File: src/rtl/core/ttcw_addr_unit.sv
module ttcw_addr_unit #(
	parameter int unsigned COLUMNS = 80,
	parameter int unsigned ROWS    = 25,
	localparam int unsigned RW = $clog2(ROWS),
	localparam int unsigned CW = $clog2(COLUMNS),
	localparam int unsigned AW = $clog2(COLUMNS * ROWS)
) (
	input  logic          clk,
	input  logic [RW-1:0] top_row,
	input  logic [RW-1:0] vrow,
	input  logic [CW-1:0] col,
	output logic [AW-1:0] addr
);

	// Visible row plus the rotating top pointer, wrapped once (the sum stays below twice ROWS).
	logic [RW:0]   row_sum;
	logic [RW-1:0] phys_row;
	logic [AW-1:0] addr_q;

	always_comb begin
		row_sum = {1'b0, top_row} + {1'b0, vrow};
		if (32'(row_sum) >= ROWS) begin
			phys_row = RW'(32'(row_sum) - ROWS);
		end else begin
			phys_row = row_sum[RW-1:0];
		end
	end

	always_ff @(posedge clk) begin
		addr_q <= AW'(AW'(phys_row) * AW'(COLUMNS)) + AW'(col);
	end

	assign addr = addr_q;

endmodule

File: config.mk
export PLATFORM = sky130hd
export DESIGN_NAME = ttcw_addr_unit
export DESIGN_NICKNAME = d
export VERILOG_FILES = /design/src/rtl/core/ttcw_addr_unit.sv
export SDC_FILE = /design/constraint.sdc
export NUM_CORES = 1
export LEC_CHECK = 0
export ABC_AREA = 1
export BUFFER_PORTS_ARGS = -buffer_cell sky130_fd_sc_hd__buf_2
export CAP_MARGIN = 20
export CORE_MARGIN = 2
export CORE_UTILIZATION = 49
export DETAILED_ROUTE_END_ITERATION = 16
export PLACE_DENSITY = 0.78
export SYNTH_ARGS = -nofsm -noshare
export SYNTH_HDL_FRONTEND = slang
export SYNTH_SLANG_ARGS = --single-unit
File: constraint.sdc
create_clock -name clk -period 5.24 [get_ports clk]
set_input_delay 1.048 -clock clk [delete_from_list [all_inputs] [get_ports clk]]
set_output_delay 1.048 -clock clk [all_outputs]
set_load 0.1 [all_outputs]
==> summary.md, run 1 <==
| Metric | Value |
|---|---|
| Status | `finished, final reports clean` |
| TritonCTS clock tree | `done` |
| Cell Rows | `15` |
| Worst endpoint required time | `5.40 ns` |
| WL final | `1510 microns` |
| Worst hold path class | `primary input to flip-flop` |
| Leakage | `0.593 nW` |
| Fin Setup TNS | `0 ns` |
| Final Cell Area | `1080 sq um` |
| Most numerous cell in the Yosys netlist | `nand2_1` |
| CTS buffer count | `3` |
| Initial core utilization | `51.8%` |
| Net Count, Synth | `139` |
| Max reg flops | `11` |
| Final setup violation count | `0` |
| DRT Pass-1 Iters | `4` |
| Syn Std Cell Area | `885 sq um` |
| Leading area contributor after synthesis | `dfxtp_1` |
| Max Fclk | `234 MHz` |
| Worst-margin pin slew | `0.488 ns` |
| Area grow syn2layout | `22.3%` |
| Post-CTS Hold Fix Bufs | `0` |
| Clk slew on worst S/H paths | `0.06 ns` |
| Crit Path Max Fanout | `6` |
| Post-synth EDFFs | `0` |
| Avg Inst Size Synth | `8.67 sq um` |
| Post-synthesis cell type count | `21` |
| Grt ovf | `0` |
| Nets | `172` |
| CTS Sinks | `11` |
| Crit end category | `flip-flop` |
| Slowest cell on the critical path | `fa_1` |
| Post-cts sizing count | `0` |
| Crit. Startpoint | `top_row[0]` |
| Max Slew Vio Count | `0` |
| Commonest cells in the netlist | `nand2_1, ha_1, nand3_1` |
| Postcts setup bufs | `0` |
| Largest cells by area after synthesis | `dfxtp_1, ha_1, nand2_1` |
| Ant diodes | `0` |
| Period minus WS final | `4.27 ns` |
| Area share of the largest cell type after synthesis | `24.9%` |
| Slew margin rel. | `67.7%` |
| Gpl congestion | `0.750` |
| Register area share after synthesis | `24.9%` |
| Largest net degree at the start of global routing | `7` |
| Tcrit/Tclk final | `81.4%` |
| CTS H-tree depth | `1` |
| Vias in the first global route | `696` |
| 1st-iter DRT viols | `6` |
| Via-per-instance ratio | `4.77` |
| Mapped Cells | `102` |
| Gr usage total | `17.6%` |
| Ordered list of cells on the worst path | `buf_2 > ha_1 > fa_1 > inv_1 > ha_1 > nand3b_1 > nand3_2 > nand2_4 > o21ai_1 > ha_1 > ha_1 > fa_1 > xor2_1 > nand3_1 > xnor2_2 > inv_1 > nand3_1 > nand2_1` |
| Crit path max-delay family | `adder cells` |
| Core Box Area | `1710 sq um` |
| Most frequent CP cell | `ha_1` |
| Die X-Extent | `46.5 microns` |
| Flops & latches, synth | `11` |
| Share of cells above drive strength 1 | `31.3%` |
| Die area | `2160 sq um` |
| I/O pin count | `29` |
| Hold_ws | `0.880 ns` |
| Post-DP HPWL | `1350 microns` |
| Die height | `46.5 microns` |
| WP data arrival | `4.43 ns` |
| Final Hold Fails | `0` |
| RSZ-0062 raised after global routing | `no` |
| Pwr/cell area | `609 nW/um^2` |
| Hold path start | `col[3]` |
| Initial antenna violation count | `0` |
| DR vias | `758` |
| Routed len/inst | `9.52 microns` |
| Maximum VDD drop | `0.349 mV` |
| Ys async rst share | `0%` |
| Port bufs | `28` |
| Remaining DRCs | `0` |
| CP Class | `primary input to flip-flop` |
| Final core occ | `63.4%` |
| CP Launch Type | `primary input` |
| Critical Path Max Stage Delay | `0.48 ns` |
| Root buf cell | `clkbuf_4` |
| Max Cap Violations | `0` |
| Critical path buffers and inverters | `3` |
| First-pass GRT wire length | `2650 microns` |
| Maximum root-to-sink buffer count | `2` |
| Power, Total | `0.659 mW` |
| Synth warn | `0` |
| Dpl cell area | `1060 sq um` |
| Synth Flop Type | `dfxtp_1` |
| ANT nets after route | `0` |
==> power by group <==
group          total (mW)  switching, mW  leakage (nW)  internal [mW]
Clock              0.0557         0.0262        0.0150         0.0295
Sequential          0.121        0.00513        0.0928          0.116
Combinational       0.482          0.356         0.485          0.126
Total               0.659          0.388         0.593          0.272
==> layer usage <==
layer	up-vias	GRT usage [%]	wire [microns]
met5	-	0	0
met4	0	12.0	48
met3	4	1.18	66
met2	23	32.2	791
met1	326	18.8	607
li1	405	-	-
==> stage by stage <==
step                setup slack (ns)  instances
finish                         0.974        159
global route                   0.686        159
CTS                            0.932        159
detailed placement             0.649        155
global placement               0.784        155
floorplan                       1.03        102
==> logic make-up (layout without fill, tap and decap cells) <==
| family | Yosys count | after routing | synth area share [%] |
|---|---|---|---|
| AOI/OAI and AO/OA | 8 | 8 | 5.38 |
| adders and majority gates | 19 | 19 | 29.4 |
| buffers and inverters | 12 | 44 | 5.09 |
| xor gates and xnor gates | 10 | 10 | 10.8 |
| DFF | 11 | 11 | 24.9 |
| and+or+nand+nor | 42 | 42 | 24.5 |
==> cells in the final DEF (no fill, tap or decap), drive strengths merged <==
master	n
buf	28
nand2	24
ha	16
nand3	15
inv	12
dfxtp	11
xor2	7
a21oi	5
clkbuf	4
fa	3
xnor2	3
nor2	1
nand3b	1
o21bai	1
a31oi	1
o21ai	1
nor3b	1
==> path summary, 6_finish.rpt <==
check / slack [ns] / cells after the start / to
setup / recovery: 0.97 / 18 / addr[10]
hold / removal: 0.88 / 1 / addr[3]
==> area by class of cell <==
type                       count  area [sq um]
fill                         156           626
multi-input combinational     79           619
sequential                    11           220
timing repair buffer          28           140
inverter                      12          45.0
tap                           25          31.3
clock buffer                   4          26.3
Power figures use the tool's default switching activity.
==> run 2: changes to the inputs <==
clock period = 4.5 ns   (was 5.24 ns; I/O delays follow)
==> run 2 against run 1 <==
Via count down 0.66%. Combinational power up 17%. Utilization up 0.88 points. Sequential power up 17%. Sequential share of layout area down 0.28 points. First-iteration DRC count up 83%. Global-route usage down 0.84 points. Die area unchanged. Wire length down 1.4%. Critical path type unchanged. Critical endpoint unchanged. Largest power group unchanged. Highest routed layer unchanged.
==> summary.md, run 2 (synthesis gave the netlist of run 1 again) <==
| Metric | Value |
|---|---|
| Max reg flops | `11` |
| CTS buffer count | `3` |
| Post-cts sizing count | `0` |
| Post-DP HPWL | `1320 microns` |
| Cell Rows | `15` |
| First-pass GRT wire length | `2590 microns` |
| Pwr/cell area | `701 nW/um^2` |
| CP Class | `primary input to flip-flop` |
| Area grow syn2layout | `24.0%` |
| Final setup violation count | `0` |
| DRT Pass-1 Iters | `4` |
| Postcts setup bufs | `0` |
| I/O pin count | `29` |
| WP data arrival | `4.25 ns` |
| Largest net degree at the start of global routing | `7` |
| Worst hold path class | `primary input to flip-flop` |
| Slowest cell on the critical path | `fa_1` |
| Die height | `46.5 microns` |
| Most frequent CP cell | `ha_1` |
| Final core occ | `64.2%` |
| ANT nets after route | `0` |
| Ant diodes | `0` |
| RSZ-0062 raised after global routing | `no` |
| Hold_ws | `0.750 ns` |
| Grt ovf | `0` |
| Max Slew Vio Count | `0` |
| Critical Path Max Stage Delay | `0.48 ns` |
| Worst-margin pin slew | `0.485 ns` |
| Worst endpoint required time | `4.65 ns` |
| WL final | `1490 microns` |
| Root buf cell | `clkbuf_4` |
| Post-CTS Hold Fix Bufs | `0` |
| Routed len/inst | `9.27 microns` |
| Most frequent cells in the layout | `buf_2, nand2_1, ha_1` |
| Ordered list of cells on the worst path | `buf_2 > ha_1 > fa_1 > inv_1 > ha_1 > nand3b_1 > nand3_2 > nand2_4 > nand2_2 > xnor2_1 > ha_1 > ha_1 > fa_1 > xor2_1 > nand3_1 > xnor2_2 > inv_1 > nand3_1 > nand2_1` |
| Gpl congestion | `0.744` |
| Critical path buffers and inverters | `3` |
| Maximum VDD drop | `0.410 mV` |
| Final Hold Fails | `0` |
| Via-per-instance ratio | `4.68` |
| Leakage | `0.602 nW` |
| Gr usage total | `16.7%` |
| 1st-iter DRT viols | `11` |
| Vias in the first global route | `696` |
| Core Box Area | `1710 sq um` |
| Slew margin rel. | `67.9%` |
| DR vias | `753` |
| Fin Setup TNS | `0 ns` |
| CTS H-tree depth | `1` |
| Remaining DRCs | `0` |
| Die area | `2160 sq um` |
| Max Fclk | `244 MHz` |
| CTS Sinks | `11` |
| Maximum root-to-sink buffer count | `2` |
| Share of cells above drive strength 1 | `32.4%` |
| TritonCTS clock tree | `done` |
| CP Launch Type | `primary input` |
| Die X-Extent | `46.5 microns` |
| Period minus WS final | `4.10 ns` |
| Max Cap Violations | `0` |
| Status | `finished, final reports clean` |
| Crit path max-delay family | `adder cells` |
| Commonest non-fill, non-tap cell in the layout | `buf_2` |
| Crit end category | `flip-flop` |
| Initial core utilization | `51.8%` |
| Port bufs | `28` |
| Clk slew on worst S/H paths | `0.06 ns` |
| Nets | `174` |
| Crit Path Max Fanout | `6` |
| Initial antenna violation count | `0` |
| Tcrit/Tclk final | `91.2%` |
==> run 2: per-stage QoR <==
step	power [mW]	area (sq um)	setup WS (ns)	instances
final	0.769	1100	0.397	161
after floorplan	0.626	885	0.442	102
after global routing	0.834	1100	0.203	161
after CTS	0.777	1100	0.368	161
after global placement	0.698	1070	0.193	157
after detailed placement	0.711	1070	0.123	157
==> run 2: power breakdown <==
part,internal (mW),switching (mW)
sequential,0.135,0.00564
clock,0.0341,0.0279
combinational,0.153,0.414
total,0.322,0.447
==> run 2: final cells by class <==
| cell class | instances | area (sq um) |
|---|---|---|
| flip-flops and latches | 11 | 220 |
| repair buffers | 30 | 155 |
| well taps | 25 | 31.3 |
| multi-input cells | 79 | 619 |
| fillers | 141 | 611 |
| inverters | 12 | 45.0 |
| clock buffers | 4 | 26.3 |
==> run 2: metal layers <==
layer	vias to the layer above	global-route usage, %	wire [microns]
met5	-	0	0
met4	0	6.86	25
met3	2	1.18	69
met2	21	34.4	822
met1	325	16.5	575
li1	405	-	-
==> run 2: final timing paths <==
check / from / to / cells after the start
hold / removal: col[3] / addr[3] / 1
setup / recovery: top_row[0] / addr[10] / 19
==> run 3: changes to the inputs <==
CORE_ASPECT_RATIO = 1.1   (was unset)
==> run 3 against run 2 <==
Sequential share of layout area rose by 0.16 points. Global-route usage fell by 1.2 points. Clock power rose by 5.3%. Utilization fell by 1.7 points. Final area fell by 0.80%. First-iteration DRC count rose by 27%. Highest routed layer unchanged. Largest cell class unchanged. Critical path type unchanged. Worst setup slack improved by 0.045 ns.
==> summary.md, run 3 (synthesis gave the netlist of run 1 again) <==
| Metric | Value |
|---|---|
| Leakage | `0.602 nW` |
| Vias in the first global route | `680` |
| Gr usage total | `15.6%` |
| Die area | `2160 sq um` |
| Initial core utilization | `50.8%` |
| Postcts setup bufs | `0` |
| Port bufs | `28` |
| Max Slew Vio Count | `0` |
| Placed insts | `150` |
| Ant diodes | `0` |
| Remaining DRCs | `0` |
| Root buf cell | `clkbuf_4` |
| Final setup violation count | `0` |
| CP Class | `primary input to flip-flop` |
| Maximum VDD drop | `0.378 mV` |
| Via-per-instance ratio | `5.11` |
| CTS H-tree depth | `1` |
| Max reg flops | `11` |
| Die X-Extent | `44.5 microns` |
| Clk slew on worst S/H paths | `0.06 ns` |
| TritonCTS clock tree | `done` |
| Hold Path End | `addr[3]` |
| First-pass GRT wire length | `2530 microns` |
| Hold path start | `col[3]` |
| Initial antenna violation count | `0` |
| Worst hold path class | `primary input to flip-flop` |
| I/O pin count | `29` |
| Worst slack, placed | `0.151 ns` |
| Final core occ | `62.5%` |
| Final Hold Fails | `0` |
| CTS buffer count | `3` |
| Core Box Area | `1740 sq um` |
| CP Launch Type | `primary input` |
| Share of cells above drive strength 1 | `32.4%` |
| DR vias | `787` |
| Power, Total | `0.770 mW` |
| Cell Rows | `16` |
| Routed len/inst | `9.78 microns` |
| Post-CTS Hold Fix Bufs | `0` |
| Commonest non-fill, non-tap cell in the layout | `buf_2` |
| Tcrit/Tclk final | `90.2%` |
| Worst-margin pin slew | `0.486 ns` |
| Max Fclk | `246 MHz` |
| Pwr/cell area | `707 nW/um^2` |
| Die height | `48.6 microns` |
| Area grow syn2layout | `23.1%` |
| DRT Pass-1 Iters | `4` |
| Gpl congestion | `0.738` |
| Final WS setup | `0.442 ns` |
| 1st-iter DRT viols | `14` |
| Post-DP HPWL | `1320 microns` |
| Period minus WS final | `4.06 ns` |
| ANT nets after route | `0` |
| Status | `finished, final reports clean` |
| Post-route insts no fill | `154` |
| Grt ovf | `0` |
| Crit Path Max Fanout | `6` |
| Nets | `174` |
| Hold depth | `1` |
| Worst endpoint required time | `4.66 ns` |
| CTS Sinks | `11` |
| Crit end category | `flip-flop` |
| WL final | `1510 microns` |
| Post-cts sizing count | `0` |
| Largest net degree at the start of global routing | `7` |
| Maximum root-to-sink buffer count | `2` |
| Max Cap Violations | `0` |
| Fin Setup TNS | `0 ns` |
| WP data arrival | `4.22 ns` |
| Most frequent cells in the layout | `buf_2, nand2_1, ha_1` |
| Slew margin rel. | `67.8%` |
| RSZ-0062 raised after global routing | `no` |
run 3: layer usage:
| layer | routed length (microns) | GRT usage [%] | up-vias |
|---|---|---|---|
| li1 | - | - | 405 |
| met3 | 71 | 1.12 | 4 |
| met1 | 583 | 16.4 | 350 |
| met2 | 804 | 27.8 | 28 |
| met4 | 46 | 10.6 | 0 |
| met5 | 0 | 0 | - |
run 3: final cells by class:
type | instances | area [sq um]
clock buffer | 4 | 26.3
fill | 148 | 653
inverter | 12 | 45.0
multi-input combinational | 79 | 619
sequential | 11 | 220
tap | 18 | 22.5
timing repair buffer | 30 | 155
run 3: worst max-delay path by stage:
stage	start	slack [ns]	to	cells after the start
2_1_floorplan	top_row[0]	0.44	addr[10]	17
6_report	top_row[0]	0.44	addr[10]	19
5_1_grt	top_row[0]	0.15	addr[10]	19
3_5_place_dp	top_row[0]	0.15	addr[10]	19
4_1_cts	top_row[0]	0.43	addr[10]	19
3_3_place_gp	top_row[0]	0.20	addr[10]	19
run 3: worst max-delay path, cell delays in order:
cell and delay, ns:
buf_2 0.10, ha_1 0.22, fa_1 0.48, inv_1 0.07, ha_1 0.23, nand3b_1 0.10
nand3_2 0.11, nand2_4 0.12, nand2_2 0.06, xnor2_1 0.20, ha_1 0.27, ha_1 0.23
fa_1 0.38, xor2_1 0.23, nand3_1 0.16, xnor2_2 0.17, inv_1 0.05, nand3_1 0.07
nand2_1 0.05
run 3: per-stage QoR:
step / cell area [sq um] / hold slack (ns)
after global placement: 1060 / 1.00
after global routing: 1090 / 0.725
after CTS: 1090 / 0.731
final: 1090 / 0.736
after detailed placement: 1060 / 1.01
after floorplan: 885 / 0.928
run 3: where the power goes:
part / total, mW / switching (mW) / internal (mW)
combinational: 0.564 / 0.411 / 0.153
clock: 0.0653 / 0.0310 / 0.0343
sequential: 0.141 / 0.00542 / 0.135
